### config.mk
export PLATFORM = sky130hd
export DESIGN_NAME = dba_sqrt_cell
export DESIGN_NICKNAME = d
export VERILOG_FILES = /design/src/design/dba_pkg.sv /design/src/design/dba_sqrt_cell.sv
export SDC_FILE = /design/constraint.sdc
export NUM_CORES = 1
export LEC_CHECK = 0
export BUFFER_PORTS_ARGS = -buffer_cell sky130_fd_sc_hd__clkbuf_2
export CORE_AREA = 2 2 177 179
export CTS_CLUSTER_DIAMETER = 200
export CTS_CLUSTER_SIZE = 16
export DETAILED_ROUTE_END_ITERATION = 6
export DIE_AREA = 0 0 179 181
export HOLD_SLACK_MARGIN = 0.05
export PLACE_DENSITY = 0.53
export SLEW_MARGIN = 30
export SYNTH_ARGS = -nofsm -noshare
export SYNTH_HDL_FRONTEND = slang
export SYNTH_SLANG_ARGS = --single-unit
### constraint.sdc
create_clock -name clk -period 4 [get_ports clk]
set_input_delay 0 -clock clk [delete_from_list [all_inputs] [get_ports clk]]
set_output_delay 0 -clock clk [all_outputs]
set_load 0.02 [all_outputs]
### src/design/dba_pkg.sv
// ----------------------------------------------------------------------------
// dba_pkg
// Shared widths, word types and the arctangent table of the angle pipeline.
// ----------------------------------------------------------------------------
package dba_pkg;

  localparam int CompWidth   = 16;
  localparam int CordicSteps = 16;
  localparam int AtanLen     = 24;
  localparam int Steps       = (CordicSteps < AtanLen) ? CordicSteps : AtanLen;
  localparam int NormWidth   = 32;
  localparam int SqWidth     = 2 * NormWidth;
  localparam int RootBits    = SqWidth / 2;
  localparam int RemWidth    = RootBits + 2;
  localparam int DataWidth   = NormWidth + 4;
  localparam int AccWidth    = 34;
  localparam int ShiftWidth  = 5;
  localparam int AngWidth    = 16;

  localparam logic signed [AccWidth-1:0] QuarterTurn = AccWidth'(64'sd1073741824);

  typedef struct packed {
    logic                        mode;
    logic signed [NormWidth-1:0] x;
    logic signed [NormWidth-1:0] y;
    logic signed [NormWidth-1:0] z;
  } vec_t;

  typedef struct packed {
    logic [SqWidth-1:0]  rad;
    logic [RemWidth-1:0] rem;
    logic [RootBits-1:0] root;
    vec_t                vec;
  } sq_t;

  typedef struct packed {
    logic signed [DataWidth-1:0] xv;
    logic signed [DataWidth-1:0] yv;
    logic signed [AccWidth-1:0]  acc;
    logic                        zero;
  } lane_t;

  typedef lane_t [1:0] pair_t;

  function automatic logic signed [AccWidth-1:0] atan_unit(input logic [ShiftWidth-1:0] i);
    logic signed [AccWidth-1:0] v;
    case (i)
      5'd0:    v = AccWidth'(64'sd536870912);
      5'd1:    v = AccWidth'(64'sd316933406);
      5'd2:    v = AccWidth'(64'sd167458907);
      5'd3:    v = AccWidth'(64'sd85004756);
      5'd4:    v = AccWidth'(64'sd42667331);
      5'd5:    v = AccWidth'(64'sd21354465);
      5'd6:    v = AccWidth'(64'sd10679838);
      5'd7:    v = AccWidth'(64'sd5340245);
      5'd8:    v = AccWidth'(64'sd2670163);
      5'd9:    v = AccWidth'(64'sd1335087);
      5'd10:   v = AccWidth'(64'sd667544);
      5'd11:   v = AccWidth'(64'sd333772);
      5'd12:   v = AccWidth'(64'sd166886);
      5'd13:   v = AccWidth'(64'sd83443);
      5'd14:   v = AccWidth'(64'sd41722);
      5'd15:   v = AccWidth'(64'sd20861);
      5'd16:   v = AccWidth'(64'sd10430);
      5'd17:   v = AccWidth'(64'sd5215);
      5'd18:   v = AccWidth'(64'sd2608);
      5'd19:   v = AccWidth'(64'sd1304);
      5'd20:   v = AccWidth'(64'sd652);
      5'd21:   v = AccWidth'(64'sd326);
      5'd22:   v = AccWidth'(64'sd163);
      5'd23:   v = AccWidth'(64'sd81);
      default: v = '0;
    endcase
    return v;
  endfunction

endpackage

### src/design/dba_sqrt_cell.sv
// ----------------------------------------------------------------------------
// dba_sqrt_cell
// One result bit of the restoring integer square root.
// ----------------------------------------------------------------------------
module dba_sqrt_cell (
  input  logic           clk,
  input  logic           rst_n,
  input  logic           en,
  input  logic           in_valid,
  input  dba_pkg::sq_t   in_data,
  output logic           out_valid_r,
  output dba_pkg::sq_t   out_data_r
);

  logic [dba_pkg::RemWidth+1:0] cur;
  logic [dba_pkg::RemWidth+1:0] trial;
  dba_pkg::sq_t                 data_nxt;

  always_comb begin
    cur   = {in_data.rem, in_data.rad[dba_pkg::SqWidth-1 -: 2]};
    trial = {2'b00, in_data.root, 2'b01};
    data_nxt     = in_data;
    data_nxt.rad = {in_data.rad[dba_pkg::SqWidth-3:0], 2'b00};
    if (cur >= trial) begin
      data_nxt.rem  = dba_pkg::RemWidth'(cur - trial);
      data_nxt.root = {in_data.root[dba_pkg::RootBits-2:0], 1'b1};
    end else begin
      data_nxt.rem  = dba_pkg::RemWidth'(cur);
      data_nxt.root = {in_data.root[dba_pkg::RootBits-2:0], 1'b0};
    end
  end

  always_ff @(posedge clk) begin
    if (!rst_n) begin
      out_valid_r <= 1'b0;
    end else if (en) begin
      out_valid_r <= in_valid;
    end
  end

  always_ff @(posedge clk) begin
    if (en) begin
      out_data_r <= data_nxt;
    end
  end

endmodule

Word level (Yosys, flattened, before mapping)
Cells that the tools add are included.
{"block": "classes", "add_sub_neg": 1, "n_lt_le_gt_ge": 1, "muxes": 1}
{"cell": "$mux 66", "n": 1}
{"cell": "$ge 36x34->1", "n": 1}
{"cell": "$sub 34x34->34", "n": 1}
{"block": "word_totals", "reg_bits": 226, "in_bits": 231, "out_inout_bits": 228}

Depth between registers and ports, before layout
{"block": "logic_depth", "depth_word": 2, "depth_mapped": 13, "depth_no_buf": 10}

Least setup slack after synthesis
No wires, ideal clock.
{"block": "synth_timing", "path_type": "input -> register", "startpoint": "in in_data[124] in the netlist's numbering", "endpoint": "reg out_data_r[132] in the netlist's numbering, data pin", "setup_time_ps": 262, "arrival_time_ps": 2120, "required_time_ps": 3738, "setup_slack_ps": 1618, "path_stages": 10, "n_path_buf": 1, "cell_sequence": "inv_1 > ha_1 > a21o_1 > a21o_1 > a21o_1 > a311o_1 > a211oi_1 > o21a_1 > buf_4 > mux2_1"}
{"element": "from (decl)", "line_no": "dba_sqrt_cell.sv:10", "text": "input dba_pkg::sq_t in_data,"}
{"element": "to (signal assigned)", "line_no": "dba_sqrt_cell.sv:43", "text": "out_data_r <= data_nxt;"}
{"element": "to (decl)", "line_no": "dba_sqrt_cell.sv:12", "text": "output dba_pkg::sq_t out_data_r"}

==> impl_metrics.env <==
export IMPL_die_x_um=179
export IMPL_hold_class="input port to flip-flop"
export IMPL_cp_end_kind="flip-flop"
export IMPL_path_cells="dlygate4sd3_1, clkbuf_2, inv_1, ha_1, a21o_1, o41ai_1, o211ai_1, a211oi_1, o21a_2, buf_4, o31ai_1"
export IMPL_synth_distinct_cells=58
export IMPL_drc_errors=0
export IMPL_clk_pin_slew_ns=0.08
export IMPL_vias_per_cell=4.50
export IMPL_clock_sinks=226
export IMPL_ant_nets=0
export IMPL_worst_skew_pair_late_latency_ns=0.49
export IMPL_min_period_over_period_pct=74.6
export IMPL_finalWirelength_um=33300
export IMPL_yosysWarnings=0
export IMPL_ys_top_cells_by_area="edfxtp_1 (74%), ha_1 (4.6%), nand2_1 (2.0%)"
export IMPL_drv_slew=0
export IMPL_dr_pass1_iters=5
export IMPL_ys_top_cells_by_count="edfxtp_1 (225), nand2_1 (48), inv_1 (41), ha_1 (34), o21ai_1 (31)"
export IMPL_internal_power_w=0.00426
export IMPL_p_switching_w=0.00168
export IMPL_ios=459
export IMPL_status="finished, final reports clean"
export IMPL_synthToLayoutAreaGrowth_pct=60.5
export IMPL_met3_length_um=2380
export IMPL_yosysSeqAreaShare_pct=73.9
export IMPL_dp_hpwl_um=24700
export IMPL_cts_root_buf="clkbuf_16"
export IMPL_io_buffers=456
export IMPL_setup_viol=0
export IMPL_crit_arrival_ns=3.22
export IMPL_numCtsBuffers=18
export IMPL_ys_seq_elements=226
export IMPL_vias=7612
export IMPL_fin_crit_ns=2.98
export IMPL_relSlewSlack_pct=46.8
export IMPL_hold_viol=0
export IMPL_cp_slowest_cell="dlygate4sd3_1"
export IMPL_routabilityCongestion=0.860
export IMPL_pwr_share_clk_pct=28.9
export IMPL_wl_per_cell_um=19.7
export IMPL_pwr_share_seq_pct=49.3
export IMPL_row_count=64
export IMPL_synth_area_per_cell_um2=15.4
export IMPL_grt_ovfl_total=0
export IMPL_antenna_found_initial=5
export IMPL_crit_required_ns=4.24
export IMPL_dieArea_um2=32400
export IMPL_core_area_um2=30300
export IMPL_p_comb_share_pct=21.8
export IMPL_grt_pass1_wl_um=47500
export IMPL_synth_area_um2=9170
export IMPL_synth_edff_count=225
export IMPL_start_util_pct=30.2
export IMPL_wl_met2_um=16700
export IMPL_crit_type="input port to flip-flop"
export IMPL_synthArstFlopShare_pct=0
export IMPL_cp_start_kind="input port"
export IMPL_cp_slowest_stage_delay_ns=0.53
export IMPL_rsz0062_at_grt="no"
export IMPL_max_freq_mhz=335
export IMPL_cts_resized=0
export IMPL_cts_tree="done"
export IMPL_vdd_drop_max_uv=217
export IMPL_ys_flop_type="edfxtp_1"
export IMPL_netlist_area_leader_share_pct=73.7
export IMPL_synthCells=594
export IMPL_drv_cap=0
export IMPL_leakage_nw=6.51
export IMPL_htreeDepth=1
export IMPL_drive_gt1_share_pct=37.9
export IMPL_tightestPinTransition_ns=0.798
export IMPL_dr_max_layer_used="met5"
export IMPL_yosys_area_top_type="edfxtp_1"
export IMPL_fin_ws_ns=1.02
export IMPL_netSwitchingFraction_pct=28.2
export IMPL_grt_max_degree=99
export IMPL_power_density_nw_per_um2=403
export IMPL_grt_pass1_vias=7867
export IMPL_drt_met1_wl_um=13200
export IMPL_placed_area_um2=11900
export IMPL_setup_tns_final_ns=0
export IMPL_fin_skew_ns=0
export IMPL_synth_most_common_cell="edfxtp_1"
export IMPL_dpl_worst_slack_ns=1.01
export IMPL_die_height_um=181
export IMPL_clock_path_buffers=3
export IMPL_grt_util_all_layers_pct=19.6
export IMPL_drtIter0Drc=422
export IMPL_fin_nets=1552
export IMPL_finalInstanceArea_um2=14700
export IMPL_cp_max_fo=34
[registers in the layout, indices dropped and copies added, names as in the netlist]
| name | cells |
|---|---|
| out_valid_r | 1 |
| out_data_r | 225 |
[metrics by stage]
stage | cells | utilization [%] | hold WS, ns | total power [W]
after detailed placement | 1437 | 39.3 | 0.179 | 0.00408
after global placement | 1437 | 39.3 | 0.177 | 0.00407
after floorplan | 595 | - | 0.0989 | 0.00357
final | 1691 | 48.5 | 0.0243 | 0.00593
after global routing | 1691 | 48.5 | 0.0703 | 0.00620
after CTS | 1689 | 48.5 | 0.0516 | 0.00600
[cell families (layout without fill, tap and decap cells)]
family,count (synthesis),in the layout,share of synthesized area (%)
AOI/OAI and AO/OA,129,129,9.42
adders and majority gates,34,34,4.64
other,1,4,0.0409
DFF,226,226,73.9
and+or+nand+nor,113,113,6.02
buffers and inverters,56,754,2.50
muxes,7,7,0.805
xor gates and xnor gates,28,28,2.67
[worst paths after layout]
path,from,endpoint,slack [ns],cells past startpoint
hold / removal,en,out_data_r[33],0.02,1
setup / recovery,in_data[104],out_data_r[152],1.02,11
hold reg to reg,out_valid_r,out_valid_r,1.11,3
setup reg to reg,out_valid_r,out_valid_r,2.83,3
[layer usage]
metal | GRT usage (%) | vias up
met5 | 0 | -
met4 | 5.72 | 6
met3 | 3.91 | 56
met2 | 34.9 | 293
met1 | 23.7 | 3641
li1 | - | 3616
[cells in the final DEF, fill, tap and decap left out, drive strengths merged, types with 12 or more instances in the layout]
cell type	count
ha	34
edfxtp	225
o21ai	44
nand2	48
a21o	22
clkbuf	480
a21oi	26
xnor2	12
nor2	14
dlygate4sd3	226
inv	43
xor2	16
[final cells by class]
cell class	count	area, um2
clock inverter	1	16.3
timing repair buffer	686	4600
clock buffer	25	498
sequential	226	6780
fill	2746	15600
inverter	42	158
multi-input combinational	313	2170
tap	396	495
antenna	2	5.00
[worst max-delay path: cells and delay by family]
family          cells  cell delay, ns
compound gates      6            1.78
fa+ha+maj           1            0.37
buf+inv             4            1.08
[power groups by stage]
stage                     registers (W)  clock network [W]  logic [W]
after detailed placement        0.00297                  0    0.00111
after floorplan                 0.00325                  0   0.000321
after CTS                       0.00292            0.00178    0.00130
after global routing            0.00295            0.00186    0.00139
final                           0.00292            0.00172    0.00129
after global placement          0.00297                  0    0.00110
[repair_timing]
| action | CTS | global route |
|---|---|---|
| hold buffers | 226 | 0 |
| setup buffers | 0 | 0 |
| endpoints found under the setup margin | 0 | 0 |
| endpoints found under the hold margin | 225 | 0 |
Note: power is estimated with default switching activity, not from simulation.
