**config.mk**
```make
export PLATFORM = sky130hd
export DESIGN_NAME = dba_cordic_cell
export DESIGN_NICKNAME = d
export VERILOG_FILES = /design/src/design/dba_pkg.sv /design/src/design/dba_cordic_cell.sv
export SDC_FILE = /design/constraint.sdc
export NUM_CORES = 1
export LEC_CHECK = 0
export BUFFER_PORTS_ARGS = -buffer_cell sky130_fd_sc_hd__buf_2
export CORE_MARGIN = 1
export CORE_UTILIZATION = 45
export CTS_BUF_LIST = sky130_fd_sc_hd__clkbuf_16
export CTS_CLUSTER_DIAMETER = 150
export CTS_CLUSTER_SIZE = 14
export DETAILED_ROUTE_END_ITERATION = 16
export HOLD_SLACK_MARGIN = 0.1
export SKIP_LAST_GASP = 1
export SLEW_MARGIN = 15
export SYNTH_ARGS = -nofsm -noshare
export SYNTH_HDL_FRONTEND = slang
export SYNTH_SLANG_ARGS = --single-unit
```
**constraint.sdc**
```tcl
create_clock -name clk -period 19.7 [get_ports clk]
set_clock_uncertainty 0.05 [all_clocks]
set_input_delay 1.97 -clock clk [delete_from_list [all_inputs] [get_ports clk]]
set_output_delay 1.97 -clock clk [all_outputs]
set_load 0.01 [all_outputs]
```
**src/design/dba_pkg.sv**
```systemverilog
// ----------------------------------------------------------------------------
// dba_pkg
// Shared widths, word types and the arctangent table of the angle pipeline.
// ----------------------------------------------------------------------------
package dba_pkg;

  localparam int CompWidth   = 16;
  localparam int CordicSteps = 16;
  localparam int AtanLen     = 24;
  localparam int Steps       = (CordicSteps < AtanLen) ? CordicSteps : AtanLen;
  localparam int NormWidth   = 32;
  localparam int SqWidth     = 2 * NormWidth;
  localparam int RootBits    = SqWidth / 2;
  localparam int RemWidth    = RootBits + 2;
  localparam int DataWidth   = NormWidth + 4;
  localparam int AccWidth    = 34;
  localparam int ShiftWidth  = 5;
  localparam int AngWidth    = 16;

  localparam logic signed [AccWidth-1:0] QuarterTurn = AccWidth'(64'sd1073741824);

  typedef struct packed {
    logic                        mode;
    logic signed [NormWidth-1:0] x;
    logic signed [NormWidth-1:0] y;
    logic signed [NormWidth-1:0] z;
  } vec_t;

  typedef struct packed {
    logic [SqWidth-1:0]  rad;
    logic [RemWidth-1:0] rem;
    logic [RootBits-1:0] root;
    vec_t                vec;
  } sq_t;

  typedef struct packed {
    logic signed [DataWidth-1:0] xv;
    logic signed [DataWidth-1:0] yv;
    logic signed [AccWidth-1:0]  acc;
    logic                        zero;
  } lane_t;

  typedef lane_t [1:0] pair_t;

  function automatic logic signed [AccWidth-1:0] atan_unit(input logic [ShiftWidth-1:0] i);
    logic signed [AccWidth-1:0] v;
    case (i)
      5'd0:    v = AccWidth'(64'sd536870912);
      5'd1:    v = AccWidth'(64'sd316933406);
      5'd2:    v = AccWidth'(64'sd167458907);
      5'd3:    v = AccWidth'(64'sd85004756);
      5'd4:    v = AccWidth'(64'sd42667331);
      5'd5:    v = AccWidth'(64'sd21354465);
      5'd6:    v = AccWidth'(64'sd10679838);
      5'd7:    v = AccWidth'(64'sd5340245);
      5'd8:    v = AccWidth'(64'sd2670163);
      5'd9:    v = AccWidth'(64'sd1335087);
      5'd10:   v = AccWidth'(64'sd667544);
      5'd11:   v = AccWidth'(64'sd333772);
      5'd12:   v = AccWidth'(64'sd166886);
      5'd13:   v = AccWidth'(64'sd83443);
      5'd14:   v = AccWidth'(64'sd41722);
      5'd15:   v = AccWidth'(64'sd20861);
      5'd16:   v = AccWidth'(64'sd10430);
      5'd17:   v = AccWidth'(64'sd5215);
      5'd18:   v = AccWidth'(64'sd2608);
      5'd19:   v = AccWidth'(64'sd1304);
      5'd20:   v = AccWidth'(64'sd652);
      5'd21:   v = AccWidth'(64'sd326);
      5'd22:   v = AccWidth'(64'sd163);
      5'd23:   v = AccWidth'(64'sd81);
      default: v = '0;
    endcase
    return v;
  endfunction

endpackage

```
**src/design/dba_cordic_cell.sv**
```systemverilog
// ----------------------------------------------------------------------------
// dba_cordic_cell
// One vectoring micro-rotation on both angle lanes.
// ----------------------------------------------------------------------------
module dba_cordic_cell (
  input  logic                            clk,
  input  logic                            rst_n,
  input  logic                            en,
  input  logic [dba_pkg::ShiftWidth-1:0]  step,
  input  logic                            in_valid,
  input  dba_pkg::pair_t                  in_data,
  output logic                            out_valid_r,
  output dba_pkg::pair_t                  out_data_r
);

  dba_pkg::pair_t                       data_nxt;
  logic signed [dba_pkg::DataWidth-1:0] dx [2];
  logic signed [dba_pkg::DataWidth-1:0] dy [2];
  logic signed [dba_pkg::AccWidth-1:0]  ang;

  always_comb begin
    ang      = dba_pkg::atan_unit(step);
    data_nxt = in_data;
    for (int k = 0; k < 2; k++) begin
      dx[k] = in_data[k].yv >>> step;
      dy[k] = in_data[k].xv >>> step;
      if (in_data[k].yv >= 0) begin
        data_nxt[k].xv  = in_data[k].xv + dx[k];
        data_nxt[k].yv  = in_data[k].yv - dy[k];
        data_nxt[k].acc = in_data[k].acc + ang;
      end else begin
        data_nxt[k].xv  = in_data[k].xv - dx[k];
        data_nxt[k].yv  = in_data[k].yv + dy[k];
        data_nxt[k].acc = in_data[k].acc - ang;
      end
    end
  end

  always_ff @(posedge clk) begin
    if (!rst_n) begin
      out_valid_r <= 1'b0;
    end else if (en) begin
      out_valid_r <= in_valid;
    end
  end

  always_ff @(posedge clk) begin
    if (en) begin
      out_data_r <= data_nxt;
    end
  end

endmodule

```
Word level (Yosys, flattened, before mapping)

Memory sizes are Yosys's and may differ from the RTL's.
Cells that the tools add are included.

Register bits after elaboration: 215
Bits in read-only memories: 960
Output and inout port bits: 215
Memories: 1

Add/sub/neg operators: 12
$lt $le $gt $ge: 2
Shifts and indexed selects: 4
Muxes and demuxes: 2

Memories:

| memory           | words | bits a word | rd ports | clocked after Yosys merged registers in | write ports | RTL line      | RTL |
|---|---|---|---|---|---|---|---|
| (name not given) | 32    | 30          | 1        | 0                                       | 0           | dba_pkg.sv:47 | `case (i)` |

Operator list:

| kind                  | number |
|---|---|
| $mux W106             | 2 |
| $add A36 B36 Y36      | 4 |
| $sshr A36 B5 Y36      | 4 |
| $sub A36 B36 Y36      | 4 |
| $ge A36 B1 Y1 const B | 2 |
| $add A34 B34 Y34      | 2 |
| $sub A34 B34 Y34      | 2 |

Longest topological paths before layout

Word-level depth: 3
Depth in mapped cells: 33

Worst setup path after synthesis

Ideal clock, no wire load.

Kind: in2reg
Start: input step[1] (netlist bit)
End: register out_data_r[34] (netlist bit), data pin
Data arrival time: 8.438 ns
Required time: 19.493 ns
Path slack: 11.056 ns
Cell stages on the path: 27
Buffers on the path: 6
Cell sequence: buf_2 inv_2 buf_2 buf_2 clkbuf_1 buf_1 ha_1 mux4_2 mux2_2 nor3_1 nand4_1 or2_2 clkbuf_1 nor3b_1 nor2_1 mux2_2 ha_1 a21o_1 a21o_1 a21o_1 a31o_2 a221o_1 a22o_1 a311o_1 nor3b_1 o211a_1 nor3_1

RTL lines:

| item                 | RTL line              | RTL |
|---|---|---|
| from (decl)          | dba_cordic_cell.sv:9  | `input logic [dba_pkg::ShiftWidth-1:0] step,` |
| to (signal assigned) | dba_cordic_cell.sv:49 | `out_data_r <= data_nxt;` |
| to (decl)            | dba_cordic_cell.sv:13 | `output dba_pkg::pair_t out_data_r` |

==> impl_metrics.py <==
metrics = {
    "run": {
        "cap_violations": 0,
    },
    "power": {
        "leakage_nw": 14.5,
        "irDropWorstVdd_mv": 0.0588,
        "switching_share": 0.428,
        "cellPowerDensity_nw_per_um2": 71.6,
        "pwr-share-clk": 0.137,
        "p_int_w": 0.00146,
        "seq_power_share": 0.281,
        "comb_power_share": 0.582,
        "p_sw_w": 0.00109,
    },
    "critical_path": {
        "end_kind": "flop",
        "worstSetupStartpointType": "input pin",
        "slowest_stage": "buf_4",
        "cp_cell_sequence": "buf_6 > buf_4 > buf_4 > mux4_2 > a221o_1 > a222oi_1 > nand3_1 > a2111o_1 > or2_2 > or3_1 > o21ai_1 > xor2_1 > ha_1 > a211o_1 > a2111oi_0 > o211ai_1 > a21oi_1 > o21ai_0 > o41ai_1 > nand2_1 > a21boi_0 > nor4bb_1 > or3_1",
        "crit_type": "input pin to flop",
        "cp_max_fo": 76,
        "max_stage_delay_ps": 800,
        "cp.arrival_ps": 10020,
        "required_ps": 19930,
    },
    "placement": {
        "hpwl_um": 91800,
        "gp_congestion": 0.986,
        "pre_cts_ws_ps": 9550,
        "portBuffers": 437,
    },
    "clock_network": {
        "post_cts_buffers": 0,
        "clock-sinks": 215,
        "cts_htree_levels": 1,
        "cts_root_buf": "clkbuf_16",
        "clk_latency_ps": 540,
        "post_cts_resized": 0,
        "cts_buffers": 19,
        "cts_hold_buffers": 0,
        "cts_buffer_depth": 3,
        "cts.clk_slew.worst_paths_ps": 70,
        "tritoncts": "done",
    },
    "floorplan": {
        "num_io_pins": 438,
        "die_area_um2": 73300,
        "initial_utilization": 0.455,
        "die_width_um": 271,
        "fp.dieH_um": 271,
        "core-area_um2": 71500,
        "rows": 98,
    },
    "global_routing": {
        "met1_usage": 0.439,
        "grt_usage": 0.313,
        "grtUsageMet2": 0.476,
        "gr-usage-met3": 0.0685,
        "overflow": 0,
        "grt_max_degree": 94,
        "busiest_layer": "met2",
        "grt_pass1_wl_um": 178000,
        "antenna_found_initial": 5,
        "grt_pass1_vias": 28800,
    },
    "final_layout": {
        "final_layout_size_suffix_gt1_frac": 0.227,
        "syn_to_final_growth_pct": 9.74,
        "nets": 4269,
    },
    "worst_hold_path": {
        "hp-class": "flop to flop",
    },
    "synthesis": {
        "synth_top_flop_cell": "edfxtp_1",
        "syn_inst": 3528,
        "yosysTopAreaCell": "edfxtp_1",
        "async_flop_share": 0,
        "ys_seq_area_frac": 0.198,
        "syn_avg_cell_area_um2": 9.21,
        "synth-seq-cells": 215,
        "synth_nets": 3978,
        "synth_commonest_cells": "nand2_1, o21ai_0, a21oi_1",
        "synthTopCellsByArea": "edfxtp_1, mux4_2, ha_1",
        "synth_edf_count": 214,
        "yosysMostFrequentCell": "nand2_1",
        "netlist_area_um2": 32500,
        "yosys.cell_types.count": 105,
        "yosysWarnings": 0,
        "synth_top_area_share": 0.198,
    },
    "sta": {
        "setup_viol": 0,
        "holdWs_ps": 470,
        "timing.final.crit_share": 0.497,
        "tightest_slew_ps": 1220,
        "fmax_ghz": 0.102,
        "rsz0062_at_grt": "no",
        "hold_viol": 0,
        "slew_headroom": 0.184,
        "setup_tns_ps": 0,
        "setup_ws_ps": 9920,
        "post-route-min-period_ps": 9780,
        "slew_viol_final": 0,
    },
    "routing": {
        "antenna_left": 0,
        "drc_errors": 0,
        "drt_iter0_drc": 3645,
        "drtPass1Iterations": 8,
        "drt-vias-per-instance": 6.48,
        "wire_per_inst_um": 25.0,
        "finalWirelength_um": 119000,
        "routed-via-count": 31000,
    },
    "outcome": {
        "outcome": "complete, no violations",
    },
}
-- registers in the layout (all words and copies together) (netlist names) --
| signal | cells |
|---|---|
| out_valid_r | 1 |
| out_data_r | 214 |
-- cell families (layout without fill, tap and decap cells) --
group,count (synthesis),in the layout,share of synthesized area
buf+inv,295,591,0.0429
mux,446,446,0.228
flops,215,215,0.198
other cells,0,7,0
compound gates,1012,1012,0.203
xor+xnor,323,323,0.0870
fa+ha+maj,227,227,0.0888
simple gates,1010,1010,0.152
-- layer usage --
layer	routed length [um]	vias to the layer above
met5	0	-
met4	4010	0
met3	12000	232
met2	52500	1694
met1	51000	14900
li1	-	14100
-- worst max-delay path, delay by kind of cell --
kind | cells | cell delay (ps)
compound gates | 11 | 3610
xor+xnor | 1 | 90
fa+ha+maj | 1 | 230
buf+inv | 3 | 1690
mux | 1 | 660
simple gates | 6 | 1610
-- cell type report --
cell class	instances	area, um^2
antenna	7	17.5
clock inverter	7	33.8
timing repair buffer	469	2470
sequential	215	6450
multi-input combinational	3018	24700
clock buffer	19	475
inverter	96	362
fill	6830	35800
tap	950	1190
-- worst paths after layout --
path	startpoint	to	slack [ps]	depth (start not counted)
worst max-delay path	step[3]	out_data_r[210]	9920	23
worst min-delay path	out_valid_r	out_valid_r	470	2
worst max register to register	out_valid_r	out_valid_r	19060	2
worst min register to register	out_valid_r	out_valid_r	470	2
-- per-stage QoR --
stage,utilization,std cells,cell area [um^2],total power (W)
floorplan,-,3528,32500,0.00173
global placement,0.491,4748,35100,0.00218
detailed placement,0.491,4748,35100,0.00218
CTS,0.499,4774,35600,0.00255
global route,0.499,4779,35700,0.00271
finish,0.499,4781,35700,0.00255
-- power groups by stage --
stage               logic [W]  registers [W]  clock network [W]
finish                0.00149       0.000717           0.000350
global route          0.00161       0.000727           0.000377
CTS                   0.00147       0.000719           0.000366
detailed placement    0.00146       0.000726                  0
global placement      0.00146       0.000728                  0
floorplan            0.000939       0.000787                  0
-- layout by cell type, fill, tap and decap left out, drive strengths merged, types with 12 or more instances in the layout --
master,n
buf,469
a21o,101
mux2,95
nand2b,55
nand2,326
and3,28
edfxtp,214
o21a,37
xnor2,210
a21boi,20
mux4,219
o21ai,251
or2,30
clkbuf,19
o21bai,30
nand3,94
and2,27
o22ai,34
nand4,25
inv,100
o31ai,37
a211oi,34
xor2,113
ha,221
a22oi,17
o211ai,21
a31oi,34
nand3b,12
a21oi,237
nor4,16
or3,29
nor3,70
nor2b,35
nor2,222
nor3b,14
mux2i,132
(Power assumes the default switching activity.)
