--- config.mk ---
export PLATFORM = sky130hd
export DESIGN_NAME = dba_cordic_pre
export DESIGN_NICKNAME = d
export VERILOG_FILES = /design/src/design/dba_pkg.sv /design/src/design/dba_cordic_pre.sv
export SDC_FILE = /design/constraint.sdc
export NUM_CORES = 1
export LEC_CHECK = 0
export BUFFER_PORTS_ARGS = -buffer_cell sky130_fd_sc_hd__buf_4
export CORE_MARGIN = 3
export CORE_UTILIZATION = 50
export DETAILED_ROUTE_END_ITERATION = 6
export PLACE_DENSITY = 0.81
export RECOVER_POWER = 25
export SLEW_MARGIN = 20
export SYNTH_ARGS = -nofsm -noshare
export SYNTH_HDL_FRONTEND = slang
export SYNTH_SLANG_ARGS = --single-unit
--- constraint.sdc ---
create_clock -name clk -period 3.2 [get_ports clk]
set_input_delay 0.32 -clock clk [delete_from_list [all_inputs] [get_ports clk]]
set_output_delay 0.32 -clock clk [all_outputs]
set_load 0.005 [all_outputs]
--- src/design/dba_pkg.sv ---
// ----------------------------------------------------------------------------
// dba_pkg
// Shared widths, word types and the arctangent table of the angle pipeline.
// ----------------------------------------------------------------------------
package dba_pkg;

  localparam int CompWidth   = 16;
  localparam int CordicSteps = 16;
  localparam int AtanLen     = 24;
  localparam int Steps       = (CordicSteps < AtanLen) ? CordicSteps : AtanLen;
  localparam int NormWidth   = 32;
  localparam int SqWidth     = 2 * NormWidth;
  localparam int RootBits    = SqWidth / 2;
  localparam int RemWidth    = RootBits + 2;
  localparam int DataWidth   = NormWidth + 4;
  localparam int AccWidth    = 34;
  localparam int ShiftWidth  = 5;
  localparam int AngWidth    = 16;

  localparam logic signed [AccWidth-1:0] QuarterTurn = AccWidth'(64'sd1073741824);

  typedef struct packed {
    logic                        mode;
    logic signed [NormWidth-1:0] x;
    logic signed [NormWidth-1:0] y;
    logic signed [NormWidth-1:0] z;
  } vec_t;

  typedef struct packed {
    logic [SqWidth-1:0]  rad;
    logic [RemWidth-1:0] rem;
    logic [RootBits-1:0] root;
    vec_t                vec;
  } sq_t;

  typedef struct packed {
    logic signed [DataWidth-1:0] xv;
    logic signed [DataWidth-1:0] yv;
    logic signed [AccWidth-1:0]  acc;
    logic                        zero;
  } lane_t;

  typedef lane_t [1:0] pair_t;

  function automatic logic signed [AccWidth-1:0] atan_unit(input logic [ShiftWidth-1:0] i);
    logic signed [AccWidth-1:0] v;
    case (i)
      5'd0:    v = AccWidth'(64'sd536870912);
      5'd1:    v = AccWidth'(64'sd316933406);
      5'd2:    v = AccWidth'(64'sd167458907);
      5'd3:    v = AccWidth'(64'sd85004756);
      5'd4:    v = AccWidth'(64'sd42667331);
      5'd5:    v = AccWidth'(64'sd21354465);
      5'd6:    v = AccWidth'(64'sd10679838);
      5'd7:    v = AccWidth'(64'sd5340245);
      5'd8:    v = AccWidth'(64'sd2670163);
      5'd9:    v = AccWidth'(64'sd1335087);
      5'd10:   v = AccWidth'(64'sd667544);
      5'd11:   v = AccWidth'(64'sd333772);
      5'd12:   v = AccWidth'(64'sd166886);
      5'd13:   v = AccWidth'(64'sd83443);
      5'd14:   v = AccWidth'(64'sd41722);
      5'd15:   v = AccWidth'(64'sd20861);
      5'd16:   v = AccWidth'(64'sd10430);
      5'd17:   v = AccWidth'(64'sd5215);
      5'd18:   v = AccWidth'(64'sd2608);
      5'd19:   v = AccWidth'(64'sd1304);
      5'd20:   v = AccWidth'(64'sd652);
      5'd21:   v = AccWidth'(64'sd326);
      5'd22:   v = AccWidth'(64'sd163);
      5'd23:   v = AccWidth'(64'sd81);
      default: v = '0;
    endcase
    return v;
  endfunction

endpackage

--- src/design/dba_cordic_pre.sv ---
// ----------------------------------------------------------------------------
// dba_cordic_pre
// Quarter-turn pre-rotation of both angle lanes.
// ----------------------------------------------------------------------------
module dba_cordic_pre (
  input  logic                                  clk,
  input  logic                                  rst_n,
  input  logic                                  en,
  input  logic                                  in_valid,
  input  logic signed [dba_pkg::DataWidth-1:0]  a0,
  input  logic signed [dba_pkg::DataWidth-1:0]  b0,
  input  logic signed [dba_pkg::DataWidth-1:0]  a1,
  input  logic signed [dba_pkg::DataWidth-1:0]  b1,
  output logic                                  out_valid_r,
  output dba_pkg::pair_t                        out_data_r
);

  dba_pkg::pair_t                       data_nxt;
  logic signed [dba_pkg::DataWidth-1:0] av [2];
  logic signed [dba_pkg::DataWidth-1:0] bv [2];

  always_comb begin
    av[0] = a0;
    bv[0] = b0;
    av[1] = a1;
    bv[1] = b1;
    for (int k = 0; k < 2; k++) begin
      data_nxt[k].zero = (av[k] == '0) && (bv[k] == '0);
      data_nxt[k].xv   = bv[k];
      data_nxt[k].yv   = av[k];
      data_nxt[k].acc  = '0;
      if (bv[k] < 0) begin
        if (av[k] >= 0) begin
          data_nxt[k].xv  = av[k];
          data_nxt[k].yv  = -bv[k];
          data_nxt[k].acc = dba_pkg::QuarterTurn;
        end else begin
          data_nxt[k].xv  = -av[k];
          data_nxt[k].yv  = bv[k];
          data_nxt[k].acc = -dba_pkg::QuarterTurn;
        end
      end
    end
  end

  always_ff @(posedge clk) begin
    if (!rst_n) begin
      out_valid_r <= 1'b0;
    end else if (en) begin
      out_valid_r <= in_valid;
    end
  end

  always_ff @(posedge clk) begin
    if (en) begin
      out_data_r <= data_nxt;
    end
  end

endmodule

# Word-level counts from Yosys, hierarchy flattened
# Cells that the tools add are included.
# op_classes
shifts,0
eq_ne,0
magnitude_cmp,4
n_bitwise,0
mul,0
addsub,4
n_reduce_logical,6
muxes,4
div_mod_pow,0
# ops
operator,count
$mux W106,4
$logic_not A36 Y1,4
$neg A36 Y36,4
$ge A36 B1 Y1 const B,2
$lt A36 B1 Y1 const B,2
$logic_and A1 B1 Y1,2
# word_totals
mem_bits_rw,0
latch_bits,0
memories,0
elab_cells,27
mem_bits_ro,0
regBits,215

# Logic depth before layout (Yosys ltp)
# Gate-level depths: netlist (run 1).
# depth
ltp_word,3
depth_mapped,8
depth_no_buf,7

# Worst setup path after synthesis (run 1)
# No wires, ideal clock.
# synth_path
path_type,input port to flip-flop
start,in a1[10] (netlist name)
end,reg out_data_r[207] (netlist name) (data pin)
arrival_time_ps,2301
setup_ps,135
stages,6
slack_ps,764
n_path_buf,1
required_time_ps,3065
cell_sequence,or4_1 > or4_1 > buf_6 > or3_4 > or4_1 > nand3_1
# synth_lines
element,line,text
from (decl),dba_cordic_pre.sv:12,"input logic signed [dba_pkg::DataWidth-1:0] a1,"
to (signal assigned),dba_cordic_pre.sv:56,out_data_r <= data_nxt;
to (decl),dba_cordic_pre.sv:15,output dba_pkg::pair_t out_data_r

==> results by group, run 1 <==
STA
  • Rel. slew slack: -0.456
  • Slew Viols, Final: ~190
  • Final setup viols: 0
  • Hold Vio Cnt, Final: 0
  • Final min period: 2.47 ns
  • Period utilization: 0.771
  • RSZ-0062 raised after global routing: no
  • Worst-Margin Slew: between 2 and 2.5 ns
  • Max frequency: 405 MHz
  • Fin Clk Skew: 0 ns
  • Setup TNS: 0 ns

Clocking
  • Skew-Pair Late Insertion Delay: 0.41 ns
  • CTS max path bufs: 2
  • Cts bufs inserted: 17
  • Hold buffer count at CTS: 0
  • Clk sink count: 151
  • H-tree levels: 4
  • CTS tree: built
  • Clock-pin slew on the worst setup and hold paths: about 0.070 ns
  • Post-CTS setup buffer count: 0
  • CTS root buf: clkbuf_16
  • Resize count post-CTS: 0

Power and ir drop
  • Leakage: approximately 0.005 uW
  • Total power: 5670 uW
  • Worst VDD drop: 0.362 mV
  • Power per cell area: 455 nW/um2

Outcome
  • Status: finished with violations
  • Violated checks: max-capacitance violations, max-slew violations

Global routing
  • Largest net degree at the start of global routing: 152
  • First-pass GRT wire length: 43.3 mm
  • Grt total ovfl: 0
  • GRT Total Usage: 0.266
  • Antenna violations before repair: 0
  • Vias in the first global route: 8,125

Yosys
  • Top_reg_cell synth: edfxtp_1
  • Netlist Area Pre-Place: between 9000 and 10,000 um2
  • Fraction of registers with async set/reset: 0
  • Top cells by count, synth: nor2_1, a21oi_1, edfxtp_1
  • Syn. warnings: 0
  • Synth top area share: 0.467
  • Mean post-synth cell area: 9.42 um2
  • Post-synthesis cell count: 1,023
  • Sequential share of the synthesized area: 0.469
  • Largest area contributor in the synthesized netlist: edfxtp_1
  • Library cells used by synthesis: 48
  • Post-synth EDFFs: 150
  • Count leader, synth: nor2_1
  • Flops & latches, synth: 151
  • Cells taking the most area after synthesis: edfxtp_1, a21oi_1, nor2_1

Drt
  • Post-route ant nets: 0
  • Routed vias: 8,830
  • Drt via density: 5.62
  • Avg WL per Cell: between 15 and 20 um
  • First-pass DRT Iterations: 6
  • DRC Markers: 0
  • Initial DRC Count: between 700 and 800
  • Total Routed Length: 29.2 mm

Final layout
  • Design Area, Final: 12,500 um2
  • Syn-to-layout area delta: 29.4%
  • Final Core Density: 0.663
  • Post-layout net count: between 1,000 and 1,500
  • Antenna Cells: 0
  • Share of cells above drive strength 1: 0.276
  • Layout Cells excl Fill: 1,571

Place
  • Routability cong.: 0.955
  • DP Area: 11,900 um2
  • Placed instance count: approximately 1,500
  • Detail Placement HPWL: between 20 and 25 mm
  • PortBufs: ~300

Setup path
  • Critical path type: in2reg
  • Crit Path Max Fanout: 6
  • Reg-to-reg startpoint: out_valid_r
  • CP Data Required Time: around 3.3 ns
  • FF-to-FF setup slack: 2.57 ns
  • Critical Path Sink: out_data_r[211]
  • Setup crit start: a1[10]
  • R2r endpoint: out_valid_r
  • FF-to-FF path depth: 2
  • Crit path DAT: 2.57 ns
  • CP Launch Type: input port
  • Crit path capture type: flop

Die
  • Die width: 145 um
  • Core area: around 19,000 um2
  • Placement row count: 50
  • Die ar.: 21,000 um2
  • Die Ht: 145 um
  • IO Pins: 363
  • Initial Utilization: 0.512

Hold path
  • Hold Path Class: in2reg

Job
  • Max_cap viols: 2
## flip-flops by register name, summed over array words and instances (netlist names)
signal	cells
out_data_r	150
out_valid_r	1
## critical path, cell delays in order
cell and delay [ns]:
buf_4 0.13, or4_1 0.54, or4_1 0.60, buf_4 0.23, o41ai_1 0.45, xor2_1 0.22
a21oi_1 0.09
## kinds of logic (layout without fill, tap and decap cells)
| group | count (synthesis) | in the layout | synth area share |
|---|---|---|---|
| simple gates | 333 | 333 | 0.165 |
| compound gates | 252 | 252 | 0.154 |
| buf+inv | 149 | 378 | 0.0845 |
| mux | 6 | 6 | 0.00623 |
| fa+ha+maj | 4 | 4 | 0.00519 |
| xor+xnor | 127 | 127 | 0.115 |
| other cells | 1 | 60 | 0.000389 |
| flops | 151 | 151 | 0.469 |
## cell type report
class	count	area, um2
fill	1515	6350
multi-input combinational	782	4530
sequential	151	4520
timing repair buffer	320	2410
clock buffer	18	429
tap	260	325
clock inverter	14	159
inverter	26	97.6
## placed cells by master (no fill, tap or decap), types with 3 or more instances in the layout
cell,count
a21oi_1,156
a31oi_1,17
a41oi_1,11
buf_4,316
bufinv_16,3
clkbuf_16,17
clkinv_2,5
clkinvlp_4,3
conb_1,60
edfxtp_1,150
ha_1,4
inv_1,26
mux2i_1,6
nand2_1,29
nand2b_1,5
nand3_1,11
nand4_1,5
nor2_1,177
nor2b_1,3
nor3_1,30
nor4_1,21
o21ai_0,21
o31ai_1,17
o41ai_1,22
or2_2,7
or3_1,12
or4_1,15
xnor2_1,65
xor2_1,62
## power by group
part / internal [uW] / switching [uW] / total (uW)
logic: 558 / 595 / 1150
clock network: 1220 / 814 / 2030
registers: 2420 / 67.7 / 2490
total: 4200 / 1480 / 5670
## metrics by stage
| step | hold slack, ns | worst slack (ns) |
|---|---|---|
| 6_report | 0.116 | 0.732 |
| 5_1_grt | 0.101 | 0.625 |
| 4_1_cts | 0.0901 | 0.824 |
| 3_5_place_dp | 0.530 | 0.399 |
| 3_3_place_gp | 0.506 | 0.530 |
| 2_1_floorplan | 0.419 | 0.764 |
## per-layer routing
| layer | GRT usage | wire, um | up-vias | share of wire |
|---|---|---|---|---|
| li1 | - | - | 4144 | - |
| met1 | 0.327 | 10900 | 4068 | 0.37 |
| met2 | 0.441 | 14200 | 549 | 0.48 |
| met3 | 0.0687 | 3170 | 69 | 0.11 |
| met4 | 0.117 | 1030 | 0 | 0.035 |
| met5 | 0 | 0 | - | 0 |
## how the worst min path moves through the flow
stage | from | endpoint | slack [ns] | cells after the start
5_1_grt | rst_n | out_valid_r | 0.10 | 2
3_5_place_dp | out_valid_r | out_valid_r | 0.53 | 2
4_1_cts | rst_n | out_valid_r | 0.09 | 2
2_1_floorplan | b1[35] | out_data_r[138] | 0.42 | 0
6_report | rst_n | out_valid_r | 0.12 | 2
3_3_place_gp | out_valid_r | out_valid_r | 0.51 | 2
Power figures use the tool's default switching activity.
==> inputs of run 2 (changes only) <==
--- a/config.mk
+++ b/config.mk
@@ -7,9 +7,9 @@
 export LEC_CHECK = 0
 export BUFFER_PORTS_ARGS = -buffer_cell sky130_fd_sc_hd__buf_4
 export CORE_MARGIN = 3
-export CORE_UTILIZATION = 50
+export CORE_UTILIZATION = 46
 export DETAILED_ROUTE_END_ITERATION = 6
-export PLACE_DENSITY = 0.81
+export PLACE_DENSITY = 0.79
 export RECOVER_POWER = 25
 export SLEW_MARGIN = 20
 export SYNTH_ARGS = -nofsm -noshare
==> constraint.sdc (replaced) <==
create_clock -name clk -period 2.1 [get_ports clk]
set_input_delay 0.21 -clock clk [delete_from_list [all_inputs] [get_ports clk]]
set_output_delay 0.21 -clock clk [all_outputs]
set_load 0.005 [all_outputs]
==> run 2 against run 1 <==
  * The flow now finishes without violations
  * Utilization fell by 1.1 points
  * Clock-buffer cell count fell by 1
  * Critical path depth fell by 1
  * Routed wire length rose by 6.8%
  * Register-to-register slack got worse by 1.1 ns
  * Worst setup slack got worse by 0.65 ns
  * Clock power rose by 56%
  * Combinational power rose by 63%
  * Total power rose by 56%
  * Worst hold slack got worse by 0.066 ns
  * Highest routed layer unchanged
==> results by group, run 2 (same netlist as run 1, synthesis figures left out) <==
STA
  • Hold Vio Cnt, Final: 0 (unchanged)
  • Worst-Margin Slew: 1.21 ns (-0.976 ns)
  • Period utilization: 0.959
  • Rel. slew slack: 0.194 (+0.651)
  • Max frequency: 496 MHz
  • Fin Clk Skew: 0 ns (unchanged)
  • RSZ-0062 raised after global routing: no
  • Slew Viols, Final: 0 (-100%)
  • Final min period: 2.01 ns
  • Final setup viols: 0 (unchanged)
  • Hold WS: 0.0503 ns (-0.0655 ns)
  • Setup WS post-layout: 0.0853 ns (-0.647 ns)

Setup path
  • CP Launch Type: input port
  • Crit Path Max Fanout: 3 (-3)
  • Cell family with most CP delay: simple AND/OR/NAND/NOR gates
  • Crit path buffers/inverters: 1 (-1)
  • Crit path capture type: flop
  • CP Cell Sequence: buf_4 > or4_1 > or4_4 > or3_4 > or4_1 > nand3_1
  • Critical path type: in2reg
  • Max stage delay on crit path: 0.55 ns (-0.05 ns)
  • CP Data Required Time: 2.39 ns (-0.91 ns)
  • Critical Path Slowest Stage Cell: or4_1
  • Most common cell on crit path: or4_1
  • Crit path DAT: 2.31 ns (-0.26 ns)

Final layout
  • Top reg by flops: out_data_r
  • Max reg flops: 150 (unchanged)
  • Commonest cells after routing, fill and taps aside: buf_4, nor2_1, a21oi_1, edfxtp_1, xnor2_1
  • Syn-to-layout area delta: 38.1%
  • Post-layout net count: 1,546 (+6.6%)
  • Top flop regs: out_data_r x150, out_valid_r x1
  • Share of cells above drive strength 1: 0.332 (+0.0560)
  • Commonest non-fill, non-tap cell in the layout: buf_4
  • Fillers: 1,685 (+11%)
  • Antenna Cells: 0 (unchanged)

Clocking
  • CTS max path bufs: 2 (unchanged)
  • H-tree levels: 4 (unchanged)
  • CTS tree: built
  • Skew-Pair Late Insertion Delay: 0.43 ns (+0.02 ns)
  • CTS root buf: clkbuf_16
  • Cts bufs inserted: 17 (unchanged)
  • Clock-pin slew on the worst setup and hold paths: 0.06 ns (about the same)
  • Clk sink count: 151 (unchanged)

Outcome
  • Status: finished clean

Global routing
  • Vias in the first global route: 8,832 (+8.7%)
  • GRT Total Usage: 0.265 (-0.000600)
  • Grt total ovfl: 0 (unchanged)
  • Antenna violations before repair: 0 (unchanged)
  • Largest net degree at the start of global routing: 74 (-51%)
  • First-pass GRT wire length: 46.8 mm (+8.0%)

Die
  • Die width: 151 um (+4.1%)
  • Die Ht: 151 um (+4.1%)
  • Core area: 20,400 um2 (+8.5%)
  • Die ar.: 22,700 um2 (+8.3%)
  • Placement row count: 52 (+4.0%)
  • IO Pins: 363 (unchanged)
  • Initial Utilization: 0.472 (-0.0401)

Drt
  • First-pass DRT Iterations: 6 (unchanged)
  • Post-route ant nets: 0 (unchanged)
  • Total Routed Length: 31.2 mm (+6.8%)
  • Initial DRC Count: 836 (+5.6%)
  • Routed vias: 9,302 (+5.3%)
  • DRC Markers: 0 (unchanged)
  • Drt via density: 5.55 (-1.3%)
  • Avg WL per Cell: 18.6 um (about the same)

Job
  • Max_cap viols: 0 (-2)

Place
  • Post-place setup slack: -0.488 ns (-0.888 ns)
  • Detail Placement HPWL: 23.6 mm (+9.1%)
  • Routability cong.: 0.949 (-0.71%)
  • PortBufs: 302 (unchanged)

Power and ir drop
  • Int Power: 6500 uW (+55%)
  • Net switching power: 2340 uW (+59%)
  • Sequential power share: 0.430 (-0.009)
  • Logic pwr share: 0.212 (+0.009)
  • Clk pwr share: 0.358 (about the same)
  • Worst VDD drop: 0.534 mV (+48%)
  • Switching Share: 0.265 (+0.00472)
  • Power per cell area: 664 nW/um2 (+46%)
  • Leakage: 0.00553 uW (+10%)

Hold path
  • Hold Path Class: in2reg
[run 2: cell types whose count changed in the layout (fill, tap and decap cells not counted), sizes merged]
cell           change
inv                +3
dlygate4sd3        +1
clkbuf             +1
buf               +94
clkinvlp           -3
clkdlybuf4s25      -1
[run 2: layout make-up]
cell class | instances | area (um2) | share of cell area
Multi-Input combinational cell | 782 | 4580 | 0.344
Clock inverter | 14 | 174 | 0.0131
Tap cell | 270 | 338 | 0.0254
Sequential cell | 151 | 4520 | 0.340
Clock buffer | 17 | 425 | 0.0320
Timing Repair Buffer | 416 | 3170 | 0.238
Inverter | 26 | 97.6 | 0.00733
[run 2: final timing paths]
path                    start  depth (start not counted)  slack, ns              end
setup / recovery       a1[10]                          6       0.09  out_data_r[207]
hold / removal       in_valid                          3       0.05      out_valid_r
setup reg to reg  out_valid_r                          2       1.49      out_valid_r
hold reg to reg   out_valid_r                          2       0.53      out_valid_r
[run 2: power by group through the flow]
stage	clock network [uW]	logic, uW	registers (uW)
finish	3160	1880	3800
global route	3340	2050	3820
CTS	3190	1880	3800
detailed placement	0	1860	3850
global placement	0	1820	3860
floorplan	0	761	3860
[run 2: worst reg2reg max path: stages (launching register included)]
cell,delay [ns]
dfxtp_1,0.31
mux2i_1,0.12
nor2b_1,0.07
[run 2: metrics by stage]
| stage | util | setup TNS (ns) | std cells | cell area [um2] | total power (uW) |
|---|---|---|---|---|---|
| 2_1_floorplan | - | -0.495 | 1082 | 9930 | 4620 |
| 3_3_place_gp | 0.623 | -6.37 | 1644 | 12700 | 5680 |
| 3_5_place_dp | 0.623 | -7.43 | 1644 | 12700 | 5720 |
| 4_1_cts | 0.653 | 0 | 1676 | 13300 | 8860 |
| 5_1_grt | 0.652 | 0 | 1676 | 13300 | 9210 |
| 6_report | 0.652 | 0 | 1676 | 13300 | 8840 |
[run 2: metal layers]
metal | part of all wire | vias up | wire length (um) | GRT usage
li1 | - | 4340 | - | -
met1 | 0.37 | 4298 | 11400 | 0.318
met2 | 0.48 | 566 | 15100 | 0.441
met3 | 0.11 | 98 | 3370 | 0.0731
met4 | 0.042 | 0 | 1320 | 0.127
met5 | 0 | - | 0 | 0
[run 2: timing repair]
| action | CTS | global route |
|---|---|---|
| endpoints found under the setup margin | 1 | 7 |
| hold endpoints to repair | 1 | 0 |
| hold buffers | 1 | 0 |
| setup buffers | 0 | 0 |
| gates resized for setup | 1 | 2 |
